[src/rtl/pbc_pkg.sv]
`timescale 1ns / 1ps
package pbc_pkg;

    localparam int DEF_MAX_DIMENSION  = 4096;
    localparam int DEF_FRACTION_BITS  = 16;
    localparam int FACTOR_INT_BITS    = 10;

    localparam int PIX_W      = 8;
    localparam int COORD_W    = 12;
    localparam int DIM_W      = 13;
    localparam int OFFS_W     = 9;
    localparam int LEVEL_W    = 10;
    localparam int CFG_IDX_W  = 2;
    localparam int CFG_DATA_W = 13;

    // 259*(c+255) fits 18 bits, 255*(259-c) fits 17 bits
    localparam int NUMER_BASE_W = 18;
    localparam int DEN_W        = 17;

    localparam int CONTRAST_NUM_K = 259;
    localparam int CONTRAST_DEN_K = 255;
    localparam logic [PIX_W-1:0] MID_LEVEL = 8'd128;
    localparam logic [PIX_W-1:0] PIX_MAX   = 8'd255;

    localparam logic [DIM_W-1:0] RESET_WIDTH  = 13'd640;
    localparam logic [DIM_W-1:0] RESET_HEIGHT = 13'd480;

    typedef enum logic [CFG_IDX_W-1:0] {
        CFG_BRIGHTNESS = 2'd0,
        CFG_CONTRAST   = 2'd1,
        CFG_WIDTH      = 2'd2,
        CFG_HEIGHT     = 2'd3
    } t_cfg_idx;

    typedef struct packed {
        logic [PIX_W-1:0]   pixel_red;
        logic [PIX_W-1:0]   pixel_green;
        logic [PIX_W-1:0]   pixel_blue;
        logic [COORD_W-1:0] column;
        logic [COORD_W-1:0] row;
    } t_pix_in;

    typedef struct packed {
        logic [PIX_W-1:0] out_red;
        logic [PIX_W-1:0] out_green;
        logic [PIX_W-1:0] out_blue;
    } t_pix_out;

endpackage

[src/rtl/pbc_stream_if.sv]
`timescale 1ns / 1ps
interface pbc_stream_if #(
    parameter type t_payload = logic
) ();
    logic     valid;
    logic     ready;
    t_payload payload;

    modport source (output valid, output payload, input ready);
    modport sink   (input valid, input payload, output ready);
endinterface

[src/rtl/pbc_factor_div.sv]
`timescale 1ns / 1ps
module pbc_factor_div #(
    parameter int FRACTION_BITS = pbc_pkg::DEF_FRACTION_BITS
) (
    input  logic                                              i_clk,
    input  logic                                              i_rst_n,
    input  logic                                              i_start,
    input  logic [pbc_pkg::LEVEL_W-1:0]                       i_level,
    output logic                                              o_busy,
    output logic [pbc_pkg::FACTOR_INT_BITS+FRACTION_BITS-1:0] o_factor
);

    localparam int FW    = pbc_pkg::FACTOR_INT_BITS + FRACTION_BITS;
    localparam int NB_W  = pbc_pkg::NUMER_BASE_W;
    localparam int DEN_W = pbc_pkg::DEN_W;
    localparam int NUM_W = NB_W + FRACTION_BITS;
    localparam int CNT_W = $clog2(NUM_W + 1);

    logic             r_busy;
    logic [FW-1:0]    r_factor;
    logic [CNT_W-1:0] r_cnt;
    logic [NUM_W-1:0] r_num;
    logic [DEN_W-1:0] r_rem;
    logic [DEN_W-1:0] r_den;

    logic signed [pbc_pkg::LEVEL_W:0] lvl_ext;
    logic                             lvl_low;
    logic                             lvl_high;
    logic [pbc_pkg::LEVEL_W:0]        c_plus;
    logic [pbc_pkg::LEVEL_W:0]        c_minus;
    logic [NB_W-1:0]                  numer_base;
    logic [DEN_W-1:0]                 den_val;
    logic [DEN_W:0]                   trial;
    logic [DEN_W:0]                   diff;
    logic                             ge;
    logic [DEN_W-1:0]                 n_rem;
    logic [NUM_W-1:0]                 n_num;
    logic [FW-1:0]                    n_factor;

    always_comb begin
        lvl_ext    = $signed({i_level[pbc_pkg::LEVEL_W-1], i_level});
        lvl_low    = $signed(i_level) <= -10'sd255;
        lvl_high   = $signed(i_level) >= 10'sd259;
        c_plus     = (pbc_pkg::LEVEL_W+1)'(lvl_ext + 11'sd255);
        c_minus    = (pbc_pkg::LEVEL_W+1)'(11'sd259 - lvl_ext);
        numer_base = NB_W'(c_plus[pbc_pkg::LEVEL_W-1:0] * NB_W'(pbc_pkg::CONTRAST_NUM_K));
        den_val    = DEN_W'(c_minus[pbc_pkg::LEVEL_W-1:0] * DEN_W'(pbc_pkg::CONTRAST_DEN_K));

        // restoring division, one quotient bit per cycle
        trial = {r_rem, r_num[NUM_W-1]};
        diff  = trial - {1'b0, r_den};
        ge    = trial >= {1'b0, r_den};
        n_rem = ge ? diff[DEN_W-1:0] : trial[DEN_W-1:0];
        n_num = {r_num[NUM_W-2:0], ge};

        if (|n_num[NUM_W-1:FW]) begin
            n_factor = '1;
        end else begin
            n_factor = n_num[FW-1:0];
        end
    end

    always_ff @(posedge i_clk) begin
        if (!i_rst_n) begin
            r_busy   <= 1'b0;
            r_cnt    <= '0;
            r_factor <= FW'(1) << FRACTION_BITS;
        end else if (i_start) begin
            if (lvl_low) begin
                r_factor <= '0;
                r_busy   <= 1'b0;
            end else if (lvl_high) begin
                r_factor <= '1;
                r_busy   <= 1'b0;
            end else begin
                r_busy <= 1'b1;
                r_cnt  <= CNT_W'(NUM_W);
            end
        end else if (r_busy) begin
            r_cnt <= r_cnt - CNT_W'(1);
            if (r_cnt == CNT_W'(1)) begin
                r_busy   <= 1'b0;
                r_factor <= n_factor;
            end
        end
    end

    always_ff @(posedge i_clk) begin
        if (i_start) begin
            r_num <= {numer_base, {FRACTION_BITS{1'b0}}};
            r_rem <= '0;
            r_den <= den_val;
        end else if (r_busy) begin
            r_num <= n_num;
            r_rem <= n_rem;
        end
    end

    assign o_busy   = r_busy;
    assign o_factor = r_factor;

endmodule

[src/rtl/pbc_chan_contrast.sv]
`timescale 1ns / 1ps
module pbc_chan_contrast #(
    parameter int FRACTION_BITS = pbc_pkg::DEF_FRACTION_BITS
) (
    input  logic [pbc_pkg::PIX_W-1:0]                         i_value,
    input  logic [pbc_pkg::FACTOR_INT_BITS+FRACTION_BITS-1:0] i_factor,
    output logic [pbc_pkg::PIX_W-1:0]                         o_value
);

    localparam int FW = pbc_pkg::FACTOR_INT_BITS + FRACTION_BITS;
    localparam int PW = FW + pbc_pkg::PIX_W;
    localparam int SW = PW + 1 - FRACTION_BITS;
    localparam logic [PW:0] ROUND_UP = {{(PW+1-FRACTION_BITS){1'b0}}, {FRACTION_BITS{1'b1}}};

    logic                     neg;
    logic [pbc_pkg::PIX_W-1:0] mag;
    logic [PW-1:0]            prod;
    logic [PW:0]              biased;
    logic [SW-1:0]            shifted;

    always_comb begin
        neg = ~i_value[pbc_pkg::PIX_W-1];
        if (neg) begin
            mag = pbc_pkg::PIX_W'({1'b0, pbc_pkg::MID_LEVEL} - {1'b0, i_value});
        end else begin
            mag = {1'b0, i_value[pbc_pkg::PIX_W-2:0]};
        end
        prod = PW'(i_factor) * PW'(mag);
        // below mid level the magnitude rounds up, so the signed result floors
        biased  = {1'b0, prod} + (neg ? ROUND_UP : '0);
        shifted = biased[PW:FRACTION_BITS];

        if (!neg) begin
            if (shifted > SW'(127)) begin
                o_value = pbc_pkg::PIX_MAX;
            end else begin
                o_value = {1'b1, shifted[pbc_pkg::PIX_W-2:0]};
            end
        end else begin
            if (shifted > SW'(128)) begin
                o_value = '0;
            end else begin
                o_value = pbc_pkg::PIX_W'({1'b0, pbc_pkg::MID_LEVEL} - shifted[pbc_pkg::PIX_W:0]);
            end
        end
    end

endmodule

[src/rtl/pixel_brightness_contrast.sv]
`timescale 1ns / 1ps
// Brightness and contrast adjustment, one RGB pixel per clock when not stalled.
// i_pix (sink) takes a pixel with its column and row; o_pix (source) gives the
// adjusted channels, one result per request, in order. Both are valid/ready.
// Pixels on the outer one-pixel frame (or outside the image) pass unchanged;
// others get the brightness offset, then the contrast factor around 128.
// A request passes the input stage and then the output register to o_pix.
// Throughput: one pixel per cycle unless stalled, set by the two-register
// pipeline (input stage, then output register), one multiplier per channel.
// Configuration: i_cfg_we/i_cfg_index/i_cfg_data, written while idle.
// Writing contrast_level starts the bit-serial factor divider; for levels
// between -254 and 258 it works out the factor bit by bit with i_pix.ready
// low. Other levels set the factor directly, without the divider.
// Reset (synchronous, i_rst_n low) empties the pipeline, sets the factor to
// 1.0, offset 0, contrast 0, size 640x480.
// When o_pix is stalled the output register holds its result; the input stage
// can still take one more request, after which i_pix.ready drops.
module pixel_brightness_contrast #(
    parameter int MAX_DIMENSION        = pbc_pkg::DEF_MAX_DIMENSION,
    parameter int FACTOR_FRACTION_BITS = pbc_pkg::DEF_FRACTION_BITS
) (
    input  logic                              i_clk,
    input  logic                              i_rst_n,
    input  logic                              i_cfg_we,
    input  logic [pbc_pkg::CFG_IDX_W-1:0]     i_cfg_index,
    input  logic [pbc_pkg::CFG_DATA_W-1:0]    i_cfg_data,
    pbc_stream_if.sink                        i_pix,
    pbc_stream_if.source                      o_pix
);

    localparam int FW    = pbc_pkg::FACTOR_INT_BITS + FACTOR_FRACTION_BITS;
    localparam int PIX_W = pbc_pkg::PIX_W;
    localparam int DIM_W = pbc_pkg::DIM_W;
    localparam logic [DIM_W-1:0] DIM_CAP =
        DIM_W'((MAX_DIMENSION > (2**DIM_W - 1)) ? (2**DIM_W - 1) : MAX_DIMENSION);

    logic [pbc_pkg::OFFS_W-1:0] r_bright;
    logic [DIM_W-1:0]           r_width;
    logic [DIM_W-1:0]           r_height;

    logic                       div_start;
    logic                       div_busy;
    logic [FW-1:0]              factor;

    logic                       r_v1;
    logic                       r_s1_border;
    logic [PIX_W-1:0]           r_s1_val [3];
    logic                       r_v2;
    pbc_pkg::t_pix_out          r_out;

    logic                       en1;
    logic                       en2;
    logic                       take;
    logic [DIM_W-1:0]           w_eff;
    logic [DIM_W-1:0]           h_eff;
    logic [DIM_W-1:0]           col_p1;
    logic [DIM_W-1:0]           row_p1;
    logic                       border;
    logic [PIX_W-1:0]           raw [3];
    logic signed [PIX_W+1:0]    sum [3];
    logic [PIX_W-1:0]           n_s1_val [3];
    logic [PIX_W-1:0]           contr [3];

    // configuration
    assign div_start = i_cfg_we && (pbc_pkg::t_cfg_idx'(i_cfg_index) == pbc_pkg::CFG_CONTRAST);

    always_ff @(posedge i_clk) begin
        if (!i_rst_n) begin
            r_bright <= '0;
            r_width  <= pbc_pkg::RESET_WIDTH;
            r_height <= pbc_pkg::RESET_HEIGHT;
        end else if (i_cfg_we) begin
            case (pbc_pkg::t_cfg_idx'(i_cfg_index))
                pbc_pkg::CFG_BRIGHTNESS: r_bright <= i_cfg_data[pbc_pkg::OFFS_W-1:0];
                pbc_pkg::CFG_WIDTH:      r_width  <= i_cfg_data[DIM_W-1:0];
                pbc_pkg::CFG_HEIGHT:     r_height <= i_cfg_data[DIM_W-1:0];
                default: ;
            endcase
        end
    end

    pbc_factor_div #(
        .FRACTION_BITS (FACTOR_FRACTION_BITS)
    ) u_div (
        .i_clk    (i_clk),
        .i_rst_n  (i_rst_n),
        .i_start  (div_start),
        .i_level  (i_cfg_data[pbc_pkg::LEVEL_W-1:0]),
        .o_busy   (div_busy),
        .o_factor (factor)
    );

    // handshake
    assign en2         = !r_v2 || o_pix.ready;
    assign en1         = !r_v1 || en2;
    assign i_pix.ready = en1 && !div_busy;
    assign take        = i_pix.valid && i_pix.ready;

    // input stage: border test and brightness
    always_comb begin
        w_eff  = (r_width  > DIM_CAP) ? DIM_CAP : r_width;
        h_eff  = (r_height > DIM_CAP) ? DIM_CAP : r_height;
        col_p1 = {1'b0, i_pix.payload.column} + DIM_W'(1);
        row_p1 = {1'b0, i_pix.payload.row} + DIM_W'(1);
        border = (i_pix.payload.column == '0) || (i_pix.payload.row == '0) ||
                 (col_p1 >= w_eff) || (row_p1 >= h_eff);
        raw[0] = i_pix.payload.pixel_red;
        raw[1] = i_pix.payload.pixel_green;
        raw[2] = i_pix.payload.pixel_blue;
        for (int k = 0; k < 3; k++) begin
            sum[k] = $signed({2'b00, raw[k]}) + $signed({r_bright[pbc_pkg::OFFS_W-1], r_bright});
            if (border) begin
                n_s1_val[k] = raw[k];
            end else if (sum[k] < 0) begin
                n_s1_val[k] = '0;
            end else if (sum[k] > $signed({2'b00, pbc_pkg::PIX_MAX})) begin
                n_s1_val[k] = pbc_pkg::PIX_MAX;
            end else begin
                n_s1_val[k] = sum[k][PIX_W-1:0];
            end
        end
    end

    always_ff @(posedge i_clk) begin
        if (!i_rst_n) begin
            r_v1 <= 1'b0;
            r_v2 <= 1'b0;
        end else begin
            if (en1) begin
                r_v1 <= take;
            end
            if (en2) begin
                r_v2 <= r_v1;
            end
        end
    end

    always_ff @(posedge i_clk) begin
        if (en1 && take) begin
            r_s1_border <= border;
            r_s1_val    <= n_s1_val;
        end
    end

    // contrast stage
    for (genvar k = 0; k < 3; k++) begin : g_chan
        pbc_chan_contrast #(
            .FRACTION_BITS (FACTOR_FRACTION_BITS)
        ) u_chan (
            .i_value  (r_s1_val[k]),
            .i_factor (factor),
            .o_value  (contr[k])
        );
    end

    always_ff @(posedge i_clk) begin
        if (en2 && r_v1) begin
            r_out.out_red   <= r_s1_border ? r_s1_val[0] : contr[0];
            r_out.out_green <= r_s1_border ? r_s1_val[1] : contr[1];
            r_out.out_blue  <= r_s1_border ? r_s1_val[2] : contr[2];
        end
    end

    assign o_pix.valid   = r_v2;
    assign o_pix.payload = r_out;

endmodule

[src/flat_wrapper.sv]
// flat-port wrapper written by rule: the top's interface ports become plain ports
module pixel_brightness_contrast_flat import pbc_pkg::*;
#(
    parameter int MAX_DIMENSION        = pbc_pkg::DEF_MAX_DIMENSION,
    parameter int FACTOR_FRACTION_BITS = pbc_pkg::DEF_FRACTION_BITS
)
  (i_clk, i_rst_n, i_cfg_we, i_cfg_index, i_cfg_data, i_pix_valid, i_pix_payload, i_pix_ready, o_pix_valid, o_pix_payload, o_pix_ready);
  pbc_stream_if #(.t_payload(t_pix_in)) i_pix_i ();
  pbc_stream_if #(.t_payload(t_pix_out)) o_pix_i ();
  input  logic i_clk;
  input  logic i_rst_n;
  input  logic i_cfg_we;
  input  logic [pbc_pkg::CFG_IDX_W-1:0] i_cfg_index;
  input  logic [pbc_pkg::CFG_DATA_W-1:0] i_cfg_data;
  input wire logic [$bits(i_pix_i.valid)-1:0] i_pix_valid;
  input wire logic [$bits(i_pix_i.payload)-1:0] i_pix_payload;
  output wire logic [$bits(i_pix_i.ready)-1:0] i_pix_ready;
  output wire logic [$bits(o_pix_i.valid)-1:0] o_pix_valid;
  output wire logic [$bits(o_pix_i.payload)-1:0] o_pix_payload;
  input wire logic [$bits(o_pix_i.ready)-1:0] o_pix_ready;
  assign i_pix_i.valid = i_pix_valid;
  assign i_pix_i.payload = i_pix_payload;
  assign i_pix_ready = i_pix_i.ready;
  assign o_pix_valid = o_pix_i.valid;
  assign o_pix_payload = o_pix_i.payload;
  assign o_pix_i.ready = o_pix_ready;
  pixel_brightness_contrast #(.MAX_DIMENSION(MAX_DIMENSION), .FACTOR_FRACTION_BITS(FACTOR_FRACTION_BITS)) u_core (.i_clk(i_clk), .i_rst_n(i_rst_n), .i_cfg_we(i_cfg_we), .i_cfg_index(i_cfg_index), .i_cfg_data(i_cfg_data), .i_pix(i_pix_i), .o_pix(o_pix_i));
endmodule
[config.mk]
export PLATFORM = sky130hd
export DESIGN_NAME = pixel_brightness_contrast_flat
export DESIGN_NICKNAME = d
export VERILOG_FILES = /design/src/rtl/pbc_pkg.sv /design/src/rtl/pbc_stream_if.sv /design/src/rtl/pbc_factor_div.sv /design/src/rtl/pbc_chan_contrast.sv /design/src/rtl/pixel_brightness_contrast.sv /design/src/flat_wrapper.sv
export SDC_FILE = /design/constraint.sdc
export NUM_CORES = 2
export LEC_CHECK = 0
export BUFFER_PORTS_ARGS = -buffer_cell sky130_fd_sc_hd__buf_2
export CORE_MARGIN = 1
export CORE_UTILIZATION = 55
export DETAILED_ROUTE_END_ITERATION = 16
export GPL_ROUTABILITY_DRIVEN = 1
export GPL_TIMING_DRIVEN = 0
export MAX_ROUTING_LAYER = met4
export PLACE_DENSITY = 0.72
export SETUP_SLACK_MARGIN = 0.1
export SYNTH_ARGS = -nofsm -noshare
export SYNTH_HDL_FRONTEND = slang
export SYNTH_HIERARCHICAL = 1
export SYNTH_SLANG_ARGS = --single-unit
export TNS_END_PERCENT = 5
[constraint.sdc]
create_clock -name i_clk -period 8.65 [get_ports i_clk]
set_input_delay 0.865 -clock i_clk [delete_from_list [all_inputs] [get_ports i_clk]]
set_output_delay 0.865 -clock i_clk [all_outputs]
set_load 0.01 [all_outputs]
Word level (Yosys, flattened, before mapping) --
Index checks and enable logic that the tools add are counted.
Cells by class: add/sub/neg operators 18, $mul 5, magnitude comparators 19, equal/unequal tests 7, multiplexer cells 47, reduce and logical (&&, ||, !) cells 24
Operators by type and width (count):
- two-way mux 8 bit | 21
- two-way mux 26 bit | 6
- adder 34 x 16 -> 35 bit | 3
- multiplier 26 x 8 -> 34 bit | 3
- two-way mux 34 bit | 2
- greater-than comparator 19 x 7 -> 1 bit, second input constant | 3
- greater-than comparator 19 x 8 -> 1 bit, second input constant | 3
- two-way mux 16 bit | 3
- subtractor 8 bit, first input constant | 6
- adder 9 x 9 -> 10 bit | 3
- greater-than comparator 10 x 9 -> 1 bit, second input constant | 3
- < comparator 10 x 1 -> 1 bit, second input constant | 3
- adder 12 x 1 -> 13 bit, second input constant | 2
- greater-or-equal comparator 13 bit | 2
- greater-than comparator 13 bit, second input constant | 2
- two-way mux 13 bit | 2
- zero test 12 bit | 2
- two-way mux 6 bit | 4
- two-way mux 7 bit | 3
- greater-or-equal comparator 18 x 17 -> 1 bit | 1
- multiplier 10 x 9 -> 18 bit, second input constant | 1
- multiplier 10 x 8 -> 17 bit, second input constant | 1
- two-way mux 17 bit | 1
- subtractor 17 bit | 1
- other kinds (19) | 39
Storage, ports and cells: register bits after elaboration 187, bits of input ports 68, output and inout port bits 26, word-level logic and storage cells 139

Longest topological paths before layout --
depth after elaboration 8, mapped depth 34, depth with buffers taken out 30

Hierarchy --
Netlist, hierarchy kept.
Modules (own cells, without submodules):
- pbc_factor_div | times used 1, cells an instance 851, area an instance 8023.9 um2
- pbc_chan_contrast (u_core.g_chan[0].u_chan) | times used 1, cells an instance 912, area an instance 7756.2 um2
- pbc_chan_contrast (u_core.g_chan[1].u_chan) | times used 1, cells an instance 930, area an instance 7718.7 um2
- pbc_chan_contrast (u_core.g_chan[2].u_chan) | times used 1, cells an instance 911, area an instance 7663.6 um2
- pixel_brightness_contrast | times used 1, cells an instance 579, area an instance 5746.8 um2

Least setup slack after synthesis --
OpenSTA, ideal clock, no wires.
path kind register to register, from register u_core/r_s1_val[16] (netlist bit), to register u_core.r_out (netlist bit u_core/o_pix.payload[18]), data pin, arrival time 7.267 ns, data required time 8.390 ns, setup slack 1.123 ns, stages on the path, launching flop included 29, path buffers 4, path through edfxtp_1 clkbuf_1 clkbuf_1 inv_1 ha_1 a21oi_1 xor2_1 clkbuf_1 nand2_1 fa_1 inv_1 fa_1 inv_1 fa_1 fa_1 inv_1 ha_1 buf_6 a21o_1 o21bai_4 a2111oi_4 nor3b_1 a311oi_2 xnor2_1 or4b_1 or4_4 o41ai_1 nand2_1 mux2_2
RTL lines:
- from (decl) | RTL line pixel_brightness_contrast.sv:47 | logic [PIX_W-1:0] r_s1_val [3];
- from (signal assigned) | RTL line pixel_brightness_contrast.sv:141 | r_s1_val <= n_s1_val;
- to (decl) | RTL line pixel_brightness_contrast.sv:49 | pbc_pkg::t_pix_out r_out;

==> summary.md <==
| Metric | Value |
|---|---|
| Status | `finished with violations` |
| Violated checks | `DRC, capacitance limit, slew limit` |
| Syn. warnings | `6` |
| Via density | `5.82` |
| Final Hold Viols | `0` |
| CP peak stage delay | `0.58 ns` |
| Max Freq | `roughly 120 MHz` |
| Sequential share of the synthesized area | `0.124` |
| # nets final | `5254` |
| Mux share of post-synthesis cell area | `0.0259` |
| TritonCTS clock tree | `yes` |
| Most used flip-flop cell after synthesis | `dfxtp_1` |
| H-tree levels | `4` |
| Gr ovfl total | `0` |
| Row count | `94` |
| Critical Path AT | `8.56 ns` |
| Critical path class | `flip-flop to flip-flop` |
| RSZ-0062 raised after global routing | `yes` |
| Register area | `4590 sq um` |
| Post-synthesis compound-gate area fraction | `0.137` |
| Hold Slack | `approximately 0.47 ns` |
| Met3 WL | `7610 um` |
| Adder-Cell Fraction of Synth Area | `0.400` |
| Largest area contributor in the netlist | `fa_1` |
| Post-Syn Area | `~37000 sq um` |
| Clock buffer count from CTS | `17` |
| Largest family of logic cells by synthesized area | `adder cells` |
| Clock share of power | `0.156` |
| Tcrit/Tclk final | `0.962` |
| P_int | `0.00301 W` |
| Port bufs | `93` |
| Syn Nets | `5121` |
| Top cells by area, synth | `fa_1 (28%), ha_1 (12%), edfxtp_1 (6.8%)` |
| Worst r2r src | `u_core/r_s1_val[0]$_DFFE_PP_` |
| Synth top area share | `0.279` |
| Slowest CP cell | `fa_1` |
| CP Launch Point | `u_core/r_s1_val[0]$_DFFE_PP_` |
| Max_slew headroom | `-0.00386` |
| Die Span Y | `261 um` |
| Fillcell total | `5829` |
| Psw | `roughly 0.0027 W` |
| Gpl congestion | `0.956` |
| Syn Area/Cell | `8.82 sq um` |
| Drt first pass iters | `12` |
| Core area | `66100 sq um` |
| Post-synth EDFFs | `84` |
| Seq cells post-synth | `187` |
| Ys async rst share | `0` |
| Setup violators final | `0` |
| WL/cell | `19.3 um` |
| CTS Buffer Depth | `2` |
| Sequential share of power | `0.205` |
| Synth cell count leaders | `inv_1 (622), fa_1 (515), nand2_1 (462)` |
| Initial Util | `0.558` |
| Max layer used | `met4` |
| Tot GR Track Use | `0.311` |
| Vias in the first global route | `30000` |
| Worst setup EP type | `flip-flop` |
| Core utilization of the finished layout | `0.601` |
| CP max FO | `10` |
| Critical Path RT | `a little under 9 ns` |
| Worst Skew | `0.0214 ns` |
| # clock sinks | `187` |
| Clock Latency Late Sink | `0.50 ns` |
| Placed Area | `38500 sq um` |
| Met1 WL | `44000 um` |
| Startpoint type of the worst setup path | `flip-flop` |
| DRC violations left | `4` |
| Largest net degree at the start of global routing | `27` |
| # IOs | `94` |
| Post-layout min period | `8.32 ns` |
| Post-synthesis simple-gate area fraction | `0.194` |
| Sw Share | `0.477` |
| Met2 routed wirelength | `about 47000 um` |
| Die width | `~260 um` |
| Die footprint | `68100 sq um` |
| DRT iter0 DRCs | `~2700` |
| Root buf cell | `clkbuf_16` |
| Via Count | `30300` |
| Combinational power share | `0.639` |
| Max cap viols | `1` |
| HPWL after detailed placement | `78100 um` |
| Hold path startpoint | `u_core/r_height[3]$_SDFFE_PN0P_` |
| Design area | `39700 sq um` |
| Area growth, synth to finish | `7.63%` |
| Max Slew Vio Count | `27` |
| Multi-input combinational cell area | `29600 sq um` |
| PD cells | `145 nW/um^2` |
| Post-Route WL | `101000 um` |
| Antenna Nets Post-Route | `0` |
| Leak | `between 15 and 20 nW` |
| First-pass GRT wire length | `162000 um` |
| Initial antenna violation count | `7` |
| Library cells used by synthesis | `around 120` |
| Hold crit path type | `flip-flop to flip-flop` |
| Worst-Margin Slew | `~1.5 ns` |
| Synth Area in XOR/XNOR | `0.0376` |
| Mapped Cells | `4183` |
| Worst-path clk slew | `0.09 ns` |
| Max VDD drop | `284 uV` |
| Layout cells sized above 1 | `0.0887` |
| Count leader, synth | `inv_1` |
-- logic make-up (layout without fill, tap and decap cells) --
group	after synthesis	in the layout
simple gates	1385	1385
fa+ha+maj	871	871
buf+inv	757	903
compound gates	740	740
flops	187	187
xor+xnor	154	154
mux	89	89
other cells	0	6
-- worst paths after layout --
| check | cells past startpoint | slack, ns | endpoint |
|---|---|---|---|
| setup / recovery | 27 | 0.33 | u_core/o_pix.payload[2]$_DFFE_PP_ |
| hold / removal | 2 | 0.47 | u_core/r_height[3]$_SDFFE_PN0P_ |
| setup reg to reg | 27 | 0.33 | u_core/o_pix.payload[2]$_DFFE_PP_ |
| hold reg to reg | 2 | 0.47 | u_core/r_height[3]$_SDFFE_PN0P_ |
-- layout make-up --
cell class | count | area share
clock inverters | 15 | 0.00589
diodes | 6 | 0.000378
repair buffers | 117 | 0.0174
multi-input cells | 3239 | 0.745
clock buffers | 17 | 0.0107
plain buffers | 132 | 0.0192
well taps | 864 | 0.0272
inverters | 622 | 0.0588
flip-flops and latches | 187 | 0.115
-- placed cells by master (no fill, tap or decap), drive strengths merged, types with 12 or more instances in the layout --
cell,count
a211oi,35
a21boi,31
a21o,34
a21oi,202
a311oi,14
a31oi,21
and2,403
and3,28
buf,154
clkbuf,112
dfxtp,103
edfxtp,84
fa,515
ha,355
inv,630
mux2,52
mux2i,37
nand2,463
nand2b,12
nand3,76
nand4,37
nor2,169
nor2b,49
nor3,56
nor4,16
o211a,28
o211ai,28
o21a,30
o21ai,164
o21bai,22
o31ai,22
or2,18
or3,23
xnor2,87
xor2,67
-- power by group through the flow --
stage,logic [W],clock network [W],registers (W)
2_1_floorplan,0.00266,0,0.00116
3_3_place_gp,0.00347,0,0.00120
3_5_place_dp,0.00353,0,0.00120
4_1_cts,0.00359,0.000902,0.00118
5_1_grt,0.00412,0.000932,0.00119
6_report,0.00368,0.000896,0.00118
-- per-layer routing --
| layer | GRT usage | up-vias |
|---|---|---|
| met5 | - | - |
| met4 | 0.0761 | 0 |
| met3 | 0.0417 | 134 |
| met2 | 0.489 | 1072 |
| met1 | 0.427 | 15000 |
| li1 | - | 14100 |
-- flip-flops by register name, indices dropped and copies added (netlist names) --
name and cells:
u_core/r_height 13, u_core/o_pix.payload 24, u_core/r_s1_val 24, u_core/u_div/o_busy 1
u_core/r_width 13, u_core/r_s1_border 1, u_core/u_div/r_den 17, u_core/u_div/r_cnt 6
u_core/o_pix.valid 1, u_core/r_v1 1, u_core/u_div/r_num 34, u_core/u_div/r_rem 17
u_core/r_bright 9, u_core/u_div/o_factor 26
-- critical path, delay by kind of cell, from the launching register on --
kind / cells / cell delay, ns
adder cells (fa/ha/maj): 6 / 2.80
AO/OA/AOI/OAI: 8 / 1.94
buffers and inverters: 8 / 1.44
AND/OR/NAND/NOR: 3 / 0.89
flip-flops: 1 / 0.53
multiplexers: 1 / 0.30
XOR/XNOR: 1 / 0.18
-- metrics by stage --
step / cells / setup WS [ns] / total power [W] / setup TNS, ns
after floorplan: 4183 / 1.12 / 0.00383 / 0
after global placement: 5140 / -1.36 / 0.00467 / -14.44
after detailed placement: 5143 / -1.45 / 0.00473 / -16.38
after CTS: 5178 / 0.0934 / 0.00566 / 0
after global routing: 5198 / 0.0248 / 0.00624 / 0
final: 5199 / 0.333 / 0.00575 / 0
-- timing repair --
| item | in CTS | in global routing |
|---|---|---|
| gates resized for setup | 42 | 77 |
| pin swaps | 0 | 6 |
| endpoints found under the hold margin | 0 | 0 |
| endpoints found under the setup margin | 24 | 24 |
| hold buffers | 0 | 0 |
| setup buffers | 3 | 17 |
| gates cloned | 0 | 1 |
Note: power is estimated with default switching activity, not from simulation.
